### src/rtl/iqs_pkg.sv
// ----------------------------------------------------------------------------
// iqs_pkg
// Shared types and constants of the integer quicksort engine: value type and
// the command and status bundles between controller and datapath.
// ----------------------------------------------------------------------------
package iqs_pkg;

  localparam int VALUE_W = 32;

  typedef logic signed [VALUE_W-1:0] value_t;

  // controller to datapath
  typedef struct packed {
    logic load_en;      // input request accepted
    logic clr_set;      // set finished, clear count and drop flag
    logic push_init;    // push the whole range
    logic pop;          // pop one range, stack read issued
    logic take_bounds;  // latch popped bounds, read the middle element
    logic take_pivot;   // latch pivot, read at left scan
    logic lscan_step;   // advance left scan
    logic lscan_exit;   // keep left element, read at right scan
    logic rscan_step;   // retreat right scan
    logic swap_first;   // write right element at left scan
    logic swap_second;  // write left element at right scan, move both scans
    logic push_hi;      // push upper side if it holds more than one element
    logic push_lo;      // push lower side if it holds more than one element
    logic emit_start;   // clear emit index
    logic emit_read;    // read at emit index
    logic emit_load;    // load output register, advance emit index
  } cmd_t;

  // datapath to controller
  typedef struct packed {
    logic cnt_lt2;
    logic sp_zero;
    logic lscan_go;
    logic rscan_go;
    logic cross_ok;
    logic swap_cont;
    logic emit_last;
    logic out_free;
  } sts_t;

endpackage

### src/rtl/iqs_in_if.sv
// ----------------------------------------------------------------------------
// iqs_in_if
// Input channel: one value per request, with a marker on the final one.
// ----------------------------------------------------------------------------
interface iqs_in_if;
  logic            valid;
  logic            ready;
  iqs_pkg::value_t value;
  logic            last_item;

  modport source (output valid, output value, output last_item, input ready);
  modport sink   (input valid, input value, input last_item, output ready);
endinterface

### src/rtl/iqs_out_if.sv
// ----------------------------------------------------------------------------
// iqs_out_if
// Result channel: sorted values in ascending order with end and drop flags.
// ----------------------------------------------------------------------------
interface iqs_out_if;
  logic            valid;
  logic            ready;
  iqs_pkg::value_t sorted_value;
  logic            last_result;
  logic            overflow;

  modport source (output valid, output sorted_value, output last_result,
                  output overflow, input ready);
  modport sink   (input valid, input sorted_value, input last_result,
                  input overflow, output ready);
endinterface

### src/rtl/iqs_datapath.sv
// ----------------------------------------------------------------------------
// iqs_datapath
// Element store, bounds stack, scan indices, pivot and output register of the
// quicksort engine. Steps are chosen by the controller command bundle.
// ----------------------------------------------------------------------------
module iqs_datapath #(
  parameter int MAX_ITEMS = 64
) (
  input  logic            clk,
  input  logic            rst_n,
  input  iqs_pkg::cmd_t   cmd,
  output iqs_pkg::sts_t   sts,
  input  iqs_pkg::value_t in_value,
  input  logic            out_ready,
  output logic            out_valid,
  output iqs_pkg::value_t out_sorted_value,
  output logic            out_last_result,
  output logic            out_overflow
);

  localparam int IDX_W  = $clog2(MAX_ITEMS);
  localparam int CNT_W  = $clog2(MAX_ITEMS + 1);
  localparam int SCAN_W = IDX_W + 2;
  localparam int BND_W  = 2 * IDX_W;

  typedef logic signed [SCAN_W-1:0] scan_t;

  // storage
  iqs_pkg::value_t   mem [MAX_ITEMS];
  logic [BND_W-1:0]  stk [MAX_ITEMS];

  logic [CNT_W-1:0]  cnt_r;
  logic              dropped_r;
  logic [CNT_W-1:0]  sp_r;
  logic [CNT_W-1:0]  k_r;
  logic [IDX_W-1:0]  lo_r;
  logic [IDX_W-1:0]  hi_r;
  scan_t             left_r;
  scan_t             right_r;
  iqs_pkg::value_t   pivot_r;
  iqs_pkg::value_t   tmpl_r;
  iqs_pkg::value_t   rd_r;
  logic [BND_W-1:0]  stk_rd_r;

  logic              out_valid_r;
  iqs_pkg::value_t   out_value_r;
  logic              out_last_r;
  logic              out_ovf_r;

  logic              cnt_lt_max;
  logic              sp_lt_max;
  logic [IDX_W-1:0]  stk_lo;
  logic [IDX_W-1:0]  stk_hi;
  scan_t             lo_s;
  scan_t             hi_s;
  logic [IDX_W:0]    mid_sum;
  logic              mem_we;
  logic [IDX_W-1:0]  mem_waddr;
  iqs_pkg::value_t   mem_wdata;
  logic [IDX_W-1:0]  mem_raddr;
  logic              stk_we;
  logic [IDX_W-1:0]  stk_waddr;
  logic [BND_W-1:0]  stk_wdata;
  logic [IDX_W-1:0]  stk_raddr;
  logic              emit_last;

  assign cnt_lt_max = cnt_r < CNT_W'(MAX_ITEMS);
  assign sp_lt_max  = sp_r < CNT_W'(MAX_ITEMS);
  assign stk_lo     = stk_rd_r[BND_W-1:IDX_W];
  assign stk_hi     = stk_rd_r[IDX_W-1:0];
  assign lo_s       = scan_t'({2'b00, lo_r});
  assign hi_s       = scan_t'({2'b00, hi_r});
  assign mid_sum    = {1'b0, stk_lo} + {1'b0, stk_hi};
  assign stk_raddr  = IDX_W'(sp_r - CNT_W'(1));
  assign emit_last  = (k_r + CNT_W'(1)) == cnt_r;

  // element store write port
  always_comb begin
    mem_we    = 1'b0;
    mem_waddr = cnt_r[IDX_W-1:0];
    mem_wdata = in_value;
    priority if (cmd.load_en) begin
      mem_we = cnt_lt_max;
    end else if (cmd.swap_first) begin
      mem_we    = 1'b1;
      mem_waddr = left_r[IDX_W-1:0];
      mem_wdata = rd_r;
    end else if (cmd.swap_second) begin
      mem_we    = 1'b1;
      mem_waddr = right_r[IDX_W-1:0];
      mem_wdata = tmpl_r;
    end else begin
      mem_we = 1'b0;
    end
  end

  // element store read address
  always_comb begin
    mem_raddr = left_r[IDX_W-1:0];
    priority if (cmd.take_bounds) begin
      mem_raddr = mid_sum[IDX_W:1];
    end else if (cmd.lscan_step || cmd.swap_second) begin
      mem_raddr = IDX_W'(left_r + scan_t'(1));
    end else if (cmd.lscan_exit) begin
      mem_raddr = right_r[IDX_W-1:0];
    end else if (cmd.rscan_step) begin
      mem_raddr = IDX_W'(right_r - scan_t'(1));
    end else if (cmd.emit_read) begin
      mem_raddr = k_r[IDX_W-1:0];
    end else begin
      mem_raddr = left_r[IDX_W-1:0];
    end
  end

  always_ff @(posedge clk) begin
    if (mem_we) begin
      mem[mem_waddr] <= mem_wdata;
    end
    rd_r <= mem[mem_raddr];
  end

  // bounds stack write port
  always_comb begin
    stk_we    = 1'b0;
    stk_waddr = sp_r[IDX_W-1:0];
    stk_wdata = {lo_r, hi_r};
    priority if (cmd.push_init) begin
      stk_we    = 1'b1;
      stk_waddr = '0;
      stk_wdata = {IDX_W'(0), IDX_W'(cnt_r - CNT_W'(1))};
    end else if (cmd.push_hi) begin
      stk_we    = (hi_s > left_r) && sp_lt_max;
      stk_wdata = {left_r[IDX_W-1:0], hi_r};
    end else if (cmd.push_lo) begin
      stk_we    = (lo_s < right_r) && sp_lt_max;
      stk_wdata = {lo_r, right_r[IDX_W-1:0]};
    end else begin
      stk_we = 1'b0;
    end
  end

  always_ff @(posedge clk) begin
    if (stk_we) begin
      stk[stk_waddr] <= stk_wdata;
    end
    stk_rd_r <= stk[stk_raddr];
  end

  // set count, drop flag and stack pointer
  always_ff @(posedge clk) begin
    if (!rst_n) begin
      cnt_r     <= '0;
      dropped_r <= 1'b0;
      sp_r      <= '0;
    end else begin
      if (cmd.clr_set) begin
        cnt_r     <= '0;
        dropped_r <= 1'b0;
      end else if (cmd.load_en) begin
        if (cnt_lt_max) begin
          cnt_r <= cnt_r + CNT_W'(1);
        end else begin
          dropped_r <= 1'b1;
        end
      end
      if (cmd.push_init) begin
        sp_r <= CNT_W'(1);
      end else if (cmd.pop) begin
        sp_r <= sp_r - CNT_W'(1);
      end else if (stk_we) begin
        sp_r <= sp_r + CNT_W'(1);
      end
    end
  end

  // partition work registers
  always_ff @(posedge clk) begin
    if (cmd.take_bounds) begin
      lo_r    <= stk_lo;
      hi_r    <= stk_hi;
      left_r  <= scan_t'({2'b00, stk_lo});
      right_r <= scan_t'({2'b00, stk_hi});
    end else begin
      if (cmd.lscan_step || cmd.swap_second) begin
        left_r <= left_r + scan_t'(1);
      end
      if (cmd.rscan_step || cmd.swap_second) begin
        right_r <= right_r - scan_t'(1);
      end
    end
    if (cmd.take_pivot) begin
      pivot_r <= rd_r;
    end
    if (cmd.lscan_exit) begin
      tmpl_r <= rd_r;
    end
    if (cmd.emit_start) begin
      k_r <= '0;
    end else if (cmd.emit_load) begin
      k_r <= k_r + CNT_W'(1);
    end
  end

  // output register
  always_ff @(posedge clk) begin
    if (!rst_n) begin
      out_valid_r <= 1'b0;
    end else if (cmd.emit_load) begin
      out_valid_r <= 1'b1;
    end else if (out_ready) begin
      out_valid_r <= 1'b0;
    end
  end

  always_ff @(posedge clk) begin
    if (cmd.emit_load) begin
      out_value_r <= rd_r;
      out_last_r  <= emit_last;
      out_ovf_r   <= dropped_r;
    end
  end

  // status back to the controller
  assign sts.cnt_lt2   = cnt_r < CNT_W'(2);
  assign sts.sp_zero   = sp_r == '0;
  assign sts.lscan_go  = (rd_r < pivot_r) && (left_r < hi_s);
  assign sts.rscan_go  = (pivot_r < rd_r) && (right_r > lo_s);
  assign sts.cross_ok  = left_r <= right_r;
  assign sts.swap_cont = (left_r + scan_t'(2)) <= right_r;
  assign sts.emit_last = emit_last;
  assign sts.out_free  = !out_valid_r || out_ready;

  assign out_valid        = out_valid_r;
  assign out_sorted_value = out_value_r;
  assign out_last_result  = out_last_r;
  assign out_overflow     = out_ovf_r;

endmodule

### src/rtl/iqs_controller.sv
// ----------------------------------------------------------------------------
// iqs_controller
// Sequencer of the quicksort engine: load, partition passes driven from the
// bounds stack, then emission of the sorted set.
// ----------------------------------------------------------------------------
module iqs_controller (
  input  logic          clk,
  input  logic          rst_n,
  input  logic          in_valid,
  input  logic          in_last_item,
  output logic          in_ready,
  input  iqs_pkg::sts_t sts,
  output iqs_pkg::cmd_t cmd
);

  typedef enum logic [11:0] {
    S_LOAD      = 12'b0000_0000_0001,
    S_SORT_INIT = 12'b0000_0000_0010,
    S_POP       = 12'b0000_0000_0100,
    S_POP_WAIT  = 12'b0000_0000_1000,
    S_PIV_WAIT  = 12'b0000_0001_0000,
    S_LSCAN     = 12'b0000_0010_0000,
    S_RSCAN     = 12'b0000_0100_0000,
    S_SWAP2     = 12'b0000_1000_0000,
    S_PUSH_HI   = 12'b0001_0000_0000,
    S_PUSH_LO   = 12'b0010_0000_0000,
    S_EMIT_RD   = 12'b0100_0000_0000,
    S_EMIT_WAIT = 12'b1000_0000_0000
  } state_t;

  state_t state_r;
  state_t state_nxt;

  // next state and commands
  always_comb begin
    state_nxt = state_r;
    cmd       = '0;
    in_ready  = 1'b0;
    unique case (state_r)
      S_LOAD: begin
        in_ready = 1'b1;
        if (in_valid) begin
          cmd.load_en = 1'b1;
          if (in_last_item) begin
            state_nxt = S_SORT_INIT;
          end
        end
      end
      S_SORT_INIT: begin
        if (sts.cnt_lt2) begin
          cmd.emit_start = 1'b1;
          state_nxt      = S_EMIT_RD;
        end else begin
          cmd.push_init = 1'b1;
          state_nxt     = S_POP;
        end
      end
      S_POP: begin
        if (sts.sp_zero) begin
          cmd.emit_start = 1'b1;
          state_nxt      = S_EMIT_RD;
        end else begin
          cmd.pop   = 1'b1;
          state_nxt = S_POP_WAIT;
        end
      end
      S_POP_WAIT: begin
        cmd.take_bounds = 1'b1;
        state_nxt       = S_PIV_WAIT;
      end
      S_PIV_WAIT: begin
        cmd.take_pivot = 1'b1;
        state_nxt      = S_LSCAN;
      end
      S_LSCAN: begin
        if (sts.lscan_go) begin
          cmd.lscan_step = 1'b1;
        end else begin
          cmd.lscan_exit = 1'b1;
          state_nxt      = S_RSCAN;
        end
      end
      S_RSCAN: begin
        if (sts.rscan_go) begin
          cmd.rscan_step = 1'b1;
        end else if (sts.cross_ok) begin
          cmd.swap_first = 1'b1;
          state_nxt      = S_SWAP2;
        end else begin
          state_nxt = S_PUSH_HI;
        end
      end
      S_SWAP2: begin
        cmd.swap_second = 1'b1;
        state_nxt       = sts.swap_cont ? S_LSCAN : S_PUSH_HI;
      end
      S_PUSH_HI: begin
        cmd.push_hi = 1'b1;
        state_nxt   = S_PUSH_LO;
      end
      S_PUSH_LO: begin
        cmd.push_lo = 1'b1;
        state_nxt   = S_POP;
      end
      S_EMIT_RD: begin
        cmd.emit_read = 1'b1;
        state_nxt     = S_EMIT_WAIT;
      end
      S_EMIT_WAIT: begin
        cmd.emit_read = 1'b1;
        if (sts.out_free) begin
          cmd.emit_load = 1'b1;
          if (sts.emit_last) begin
            cmd.clr_set = 1'b1;
            state_nxt   = S_LOAD;
          end else begin
            state_nxt = S_EMIT_RD;
          end
        end
      end
      default: begin
        state_nxt = S_LOAD;
      end
    endcase
  end

  always_ff @(posedge clk) begin
    if (!rst_n) begin
      state_r <= S_LOAD;
    end else begin
      state_r <= state_nxt;
    end
  end

endmodule

### src/rtl/integer_quicksort_engine.sv
// Loading accepts one request per cycle; a request marked last starts the sort.
// Sorting: each partition pops its bounds, reads the middle element as pivot, runs the
// left and right scans with a swap while they have not crossed, then pushes both sides
// (single store read port). Emission: each result is read from the store, then loaded
// once the output register is free; a set of fewer than two values skips the sort. One set is worked on at a time.
// Synchronous active-low reset clears the sequencer, counters and output valid.
// ----------------------------------------------------------------------------
// integer_quicksort_engine
// Collects signed values, sorts them by quicksort with a middle pivot and an
// explicit bounds stack, then streams them out in ascending order.
// ----------------------------------------------------------------------------
module integer_quicksort_engine #(
  parameter int MAX_ITEMS = 64
) (
  input  logic      clk,
  input  logic      rst_n,
  iqs_in_if.sink    in_chan,
  iqs_out_if.source out_chan
);

  iqs_pkg::cmd_t cmd;
  iqs_pkg::sts_t sts;

  // sequencer
  iqs_controller u_ctrl (
    .clk          (clk),
    .rst_n        (rst_n),
    .in_valid     (in_chan.valid),
    .in_last_item (in_chan.last_item),
    .in_ready     (in_chan.ready),
    .sts          (sts),
    .cmd          (cmd)
  );

  // storage and arithmetic
  iqs_datapath #(
    .MAX_ITEMS (MAX_ITEMS)
  ) u_dp (
    .clk              (clk),
    .rst_n            (rst_n),
    .cmd              (cmd),
    .sts              (sts),
    .in_value         (in_chan.value),
    .out_ready        (out_chan.ready),
    .out_valid        (out_chan.valid),
    .out_sorted_value (out_chan.sorted_value),
    .out_last_result  (out_chan.last_result),
    .out_overflow     (out_chan.overflow)
  );

endmodule

### src/flat_wrapper.sv
// flat-port wrapper written by rule: the top's interface ports become plain ports
module integer_quicksort_engine_flat 
#(
  parameter int MAX_ITEMS = 64
)
  (clk, rst_n, in_chan_valid, in_chan_value, in_chan_last_item, in_chan_ready, out_chan_valid, out_chan_sorted_value, out_chan_last_result, out_chan_overflow, out_chan_ready);
  iqs_in_if in_chan_i ();
  iqs_out_if out_chan_i ();
  input  logic clk;
  input  logic rst_n;
  input wire logic [$bits(in_chan_i.valid)-1:0] in_chan_valid;
  input wire logic [$bits(in_chan_i.value)-1:0] in_chan_value;
  input wire logic [$bits(in_chan_i.last_item)-1:0] in_chan_last_item;
  output wire logic [$bits(in_chan_i.ready)-1:0] in_chan_ready;
  output wire logic [$bits(out_chan_i.valid)-1:0] out_chan_valid;
  output wire logic [$bits(out_chan_i.sorted_value)-1:0] out_chan_sorted_value;
  output wire logic [$bits(out_chan_i.last_result)-1:0] out_chan_last_result;
  output wire logic [$bits(out_chan_i.overflow)-1:0] out_chan_overflow;
  input wire logic [$bits(out_chan_i.ready)-1:0] out_chan_ready;
  assign in_chan_i.valid = in_chan_valid;
  assign in_chan_i.value = in_chan_value;
  assign in_chan_i.last_item = in_chan_last_item;
  assign in_chan_ready = in_chan_i.ready;
  assign out_chan_valid = out_chan_i.valid;
  assign out_chan_sorted_value = out_chan_i.sorted_value;
  assign out_chan_last_result = out_chan_i.last_result;
  assign out_chan_overflow = out_chan_i.overflow;
  assign out_chan_i.ready = out_chan_ready;
  integer_quicksort_engine #(.MAX_ITEMS(MAX_ITEMS)) u_core (.clk(clk), .rst_n(rst_n), .in_chan(in_chan_i), .out_chan(out_chan_i));
endmodule
### config.mk
export PLATFORM = sky130hd
export DESIGN_NAME = integer_quicksort_engine_flat
export DESIGN_NICKNAME = d
export VERILOG_FILES = /design/src/rtl/iqs_pkg.sv /design/src/rtl/iqs_in_if.sv /design/src/rtl/iqs_out_if.sv /design/src/rtl/iqs_datapath.sv /design/src/rtl/iqs_controller.sv /design/src/rtl/integer_quicksort_engine.sv /design/src/flat_wrapper.sv
export SDC_FILE = /design/constraint.sdc
export NUM_CORES = 2
export LEC_CHECK = 0
export ABC_CLOCK_PERIOD_IN_PS = 5510
export BUFFER_PORTS_ARGS = -buffer_cell sky130_fd_sc_hd__clkbuf_2
export CAP_MARGIN = 15
export CELL_PAD_IN_SITES_DETAIL_PLACEMENT = 2
export CELL_PAD_IN_SITES_GLOBAL_PLACEMENT = 2
export CORE_AREA = 8 8 540 542
export DETAILED_ROUTE_END_ITERATION = 8
export DIE_AREA = 0 0 548 550
export PLACE_DENSITY_LB_ADDON = 0.25
export SYNTH_ARGS = -nofsm -noshare
export SYNTH_HDL_FRONTEND = slang
export SYNTH_SLANG_ARGS = --single-unit
### constraint.sdc
create_clock -name clk -period 5.51 [get_ports clk]
set_clock_uncertainty 0.05 [all_clocks]
set_input_delay 1.102 -clock clk [delete_from_list [all_inputs] [get_ports clk]]
set_output_delay 1.102 -clock clk [all_outputs]
set_load 0.02 [all_outputs]
==> run metrics <==
Starting Density 42.8%; drt total wl about 530000 um; final critical-path setup slack -0.372 ns; largest net degree at the start of global routing 77; fin cells 13000; Root Driver clkbuf_16; DR WL/cell 40.8 um; clock sinks 3021; Post-synth ARST share 0%; placed cell count approximately 12000; Worst Tran Pin Value between 1 and 1.5 ns; H-tree lvl count 5; global route overflow 0; CTS hold repair buffers 0; Power, Total just under 0.05 W; # port buffers 72; Tmin final approximately 5.9 ns; Critical Path Sink Type register; post-DR vias/cell between 6 and 7; pwr dens approximately 330 nW/um2; Final Max Tran Viols 0; Flop pwr share 52.4%; site row count 196; CP arrival 6.65 ns; synthesized cell area 121000 um2; GRT Total Usage between 30 and 40%; Num CTS Buffers 326; CP Launch Type register; CTS tree built; initial antenna violation count 22; fill count 25300; failing checks setup timing; die height ~550 um; area of the multi-input gates 30800 um2; Hold Worst Slack 0.490 ns; Leak 50.9 nW; share of cells above drive strength 1 between 20% and 30%; power share of the clock group 45.2%; post-route ant nets 0; maximum buffer depth of the clock tree 4; RSZ-0062 raised after global routing true; Max-cap violations 0; first-pass GRT wire length 718000 um; Clock Latency Late Sink 0.95 ns; setup TNS -19.20 ns; Avg Cell Area, Syn between 15 and 20 um2; number of synthesized flops with an enable pin 2938; Top Ports 73; CTS clk-pin slew, worst paths 0.07 ns; final hold viol count 0; Synth Net Count roughly 8100; P&R area growth vs syn 22.1%; vias after detailed routing 84800; most common cell after layout, fill and taps aside edfxtp_1; period utilization 107%; Combinational Power Share 2.4%; Max Clock Freq 170 MHz; Net Switching 0.0108 W; Internal around 0.037 W; status finished with violations; prevailing post-synth register cell edfxtp_1; DIE AREA 301000 um2; sw frac between 20% and 30%; Synth Register Bits 3021; Final setup viols roughly 450; die width ~550 um; relative slew slack 25.2%; Yosys warning total 0; register area 89900 um2; DR iter-0 viols about 10000; vias in the first global route 91000; Setup CP Type reg -> reg; leading cell types in the layout, fill and taps excluded edfxtp_1 (2938), nand2_1 (1556), buf_4 (810), nand3_1 (545), clkbuf_16 (341); Final #Nets 9107; first drt pass iteration count 6; type of the most critical hold path reg -> reg; post-synthesis sequential area ratio 74.2%; CORE AREA 283000 um2; synth unique cells 103; Place WS -1.10 ns; maximum vdd drop between 0.3 and 0.4 mV; GPL Wtd Cong 0.883; Synth Instances 7998; remaining routing DRC violations 0; Worst Path Required 6.28 ns; post-DP HPWL 314000 um; crit-path max FO 14
-- cell families after synthesis --
| kind of cell | synth area share, % |
|---|---|
| and+or+nand+nor | 10.5 |
| xor gates and xnor gates | 0.391 |
| AOI/OAI and AO/OA | 5.59 |
| adders and majority gates | 0.750 |
| DFF | 74.2 |
| buffers and inverters | 2.06 |
| muxes | 6.47 |
-- area by class of cell --
| cell class | instances | share of cell area, % |
|---|---|---|
| repair buffers | 1170 | 8.24 |
| clock buffers | 437 | 5.98 |
| inverters | 69 | 0.177 |
| multi-input cells | 4410 | 20.8 |
| flip-flops and latches | 3021 | 60.8 |
| diodes | 9 | 0.0152 |
| well taps | 3762 | 3.18 |
| clock inverters | 154 | 0.816 |
-- power groups by stage --
stage / Sequential (W) / Clock [W] / Combinational, W
final: 0.0253 / 0.0218 / 0.00114
after global routing: 0.0252 / 0.0226 / 0.00115
after CTS: 0.0252 / 0.0218 / 0.00110
after detailed placement: 0.0257 / 0 / 0.00107
after global placement: 0.0257 / 0 / 0.00101
after floorplan: 0.0257 / 0 / 0.000423
-- timing repair --
item,in CTS,in global routing
cloned,7,8
resized for setup,101,145
pin swaps,20,58
endpoints found under the hold margin,0,0
setup buffers,34,48
setup endpoints to repair,1770,448
-- through the flow --
stage / instance area, um2 / utilization, %
after floorplan: 121000 / -
after global placement: 135000 / 47.8
after detailed placement: 135000 / 47.8
after CTS: 147000 / 51.7
after global routing: 148000 / 52.2
final: 148000 / 52.2
-- critical path, stage by stage (launching register included) --
cell and delay (ns):
dfxtp_2 0.41, inv_1 0.11, ha_1 0.37, buf_4 0.22, nand4_1 0.19, and4b_1 0.37
nand3_1 0.17, and2_1 0.31, nand4_1 0.22, o2111ai_4 0.27, buf_4 0.25, o21ai_2 0.11
nand2_8 0.17, nand2_8 0.18, buf_4 0.20, buf_12 0.21, buf_12 0.17, buf_4 0.20
mux2i_1 0.28, a2111oi_1 0.14, buf_4 0.17, a31oi_1 0.26, o22ai_1 0.17, buf_4 0.19
a211o_4 0.30
-- worst paths after layout --
| check | slack, ns | endpoint | startpoint | cells after the start |
|---|---|---|---|---|
| setup reg to reg | -0.37 | u_core.u_dp.rd_r[14]$_DFF_P_ | u_core.u_dp.rd_r[31]$_DFF_P_ | 24 |
| hold reg to reg | 0.49 | u_core.u_dp.lo_r[2]$_DFFE_PP_ | u_core.u_dp.stk_rd_r[8]$_DFF_P_ | 0 |
| hold / removal | 0.49 | u_core.u_dp.lo_r[2]$_DFFE_PP_ | u_core.u_dp.stk_rd_r[8]$_DFF_P_ | 0 |
| setup / recovery | -0.37 | u_core.u_dp.rd_r[14]$_DFF_P_ | u_core.u_dp.rd_r[31]$_DFF_P_ | 24 |
-- sequential cells by signal (all words and copies together) (netlist names) --
register                      flops
u_core.u_ctrl.state_r            12
u_core.u_dp.cnt_r                 7
u_core.u_dp.dropped_r             1
u_core.u_dp.hi_r                  6
u_core.u_dp.k_r                   7
u_core.u_dp.left_r                8
u_core.u_dp.lo_r                  6
u_core.u_dp.mem                2048
u_core.u_dp.out_last_result       1
u_core.u_dp.out_overflow          1
u_core.u_dp.out_sorted_value     32
u_core.u_dp.out_valid             1
u_core.u_dp.pivot_r              32
u_core.u_dp.rd_r                 32
u_core.u_dp.right_r               8
u_core.u_dp.sp_r                  7
u_core.u_dp.stk                 768
u_core.u_dp.stk_rd_r             12
u_core.u_dp.tmpl_r               32
-- cell usage after synthesis, types with 8 or more instances --
| cell | count | area share, % |
|---|---|---|
| edfxtp_1 | 2938 | 73 |
| nand2_1 | 1561 | 4.8 |
| nand3_1 | 551 | 2.3 |
| nor2_1 | 303 | 0.94 |
| mux4_2 | 252 | 4.7 |
| and3_1 | 240 | 1.2 |
| buf_2 | 227 | 0.94 |
| mux2i_1 | 206 | 1.7 |
| clkbuf_1 | 192 | 0.60 |
| a21oi_1 | 154 | 0.64 |
| a311oi_1 | 152 | 1.1 |
| a211oi_1 | 149 | 0.92 |
| a31oi_1 | 120 | 0.62 |
| dfxtp_1 | 83 | 1.4 |
| o21ai_0 | 81 | 0.33 |
| ha_1 | 71 | 0.73 |
| inv_1 | 67 | 0.21 |
| o22ai_1 | 66 | 0.34 |
| buf_1 | 57 | 0.18 |
| nor3_1 | 44 | 0.18 |
| xnor2_1 | 35 | 0.25 |
| nand4_1 | 31 | 0.16 |
| o221ai_1 | 27 | 0.20 |
| nor4_1 | 23 | 0.12 |
| buf_4 | 21 | 0.13 |
| xor2_1 | 19 | 0.14 |
| a211o_1 | 18 | 0.13 |
| nor2b_1 | 17 | 0.088 |
| or3_1 | 16 | 0.083 |
| o211ai_1 | 15 | 0.093 |
| a21o_1 | 14 | 0.087 |
| a32o_1 | 14 | 0.12 |
| a2111oi_0 | 12 | 0.087 |
| a221oi_1 | 12 | 0.087 |
| and4_1 | 12 | 0.087 |
| and2_1 | 10 | 0.052 |
| o21a_1 | 10 | 0.062 |
| a22oi_1 | 9 | 0.056 |
| a32oi_1 | 9 | 0.065 |
| or4_1 | 9 | 0.056 |
| nand2b_1 | 8 | 0.041 |
| o32ai_1 | 8 | 0.058 |
-- layer usage --
layer  global-route usage [%]  up-vias  part of all wire, %
met4                     22.5       20                  8.4
li1                         -    32900                    -
met1                     39.5    44800                   35
met5                        0        -                0.026
met3                     5.62     1806                  7.9
met2                     56.2     5273                   49
Note: power is estimated with default switching activity, not from simulation.
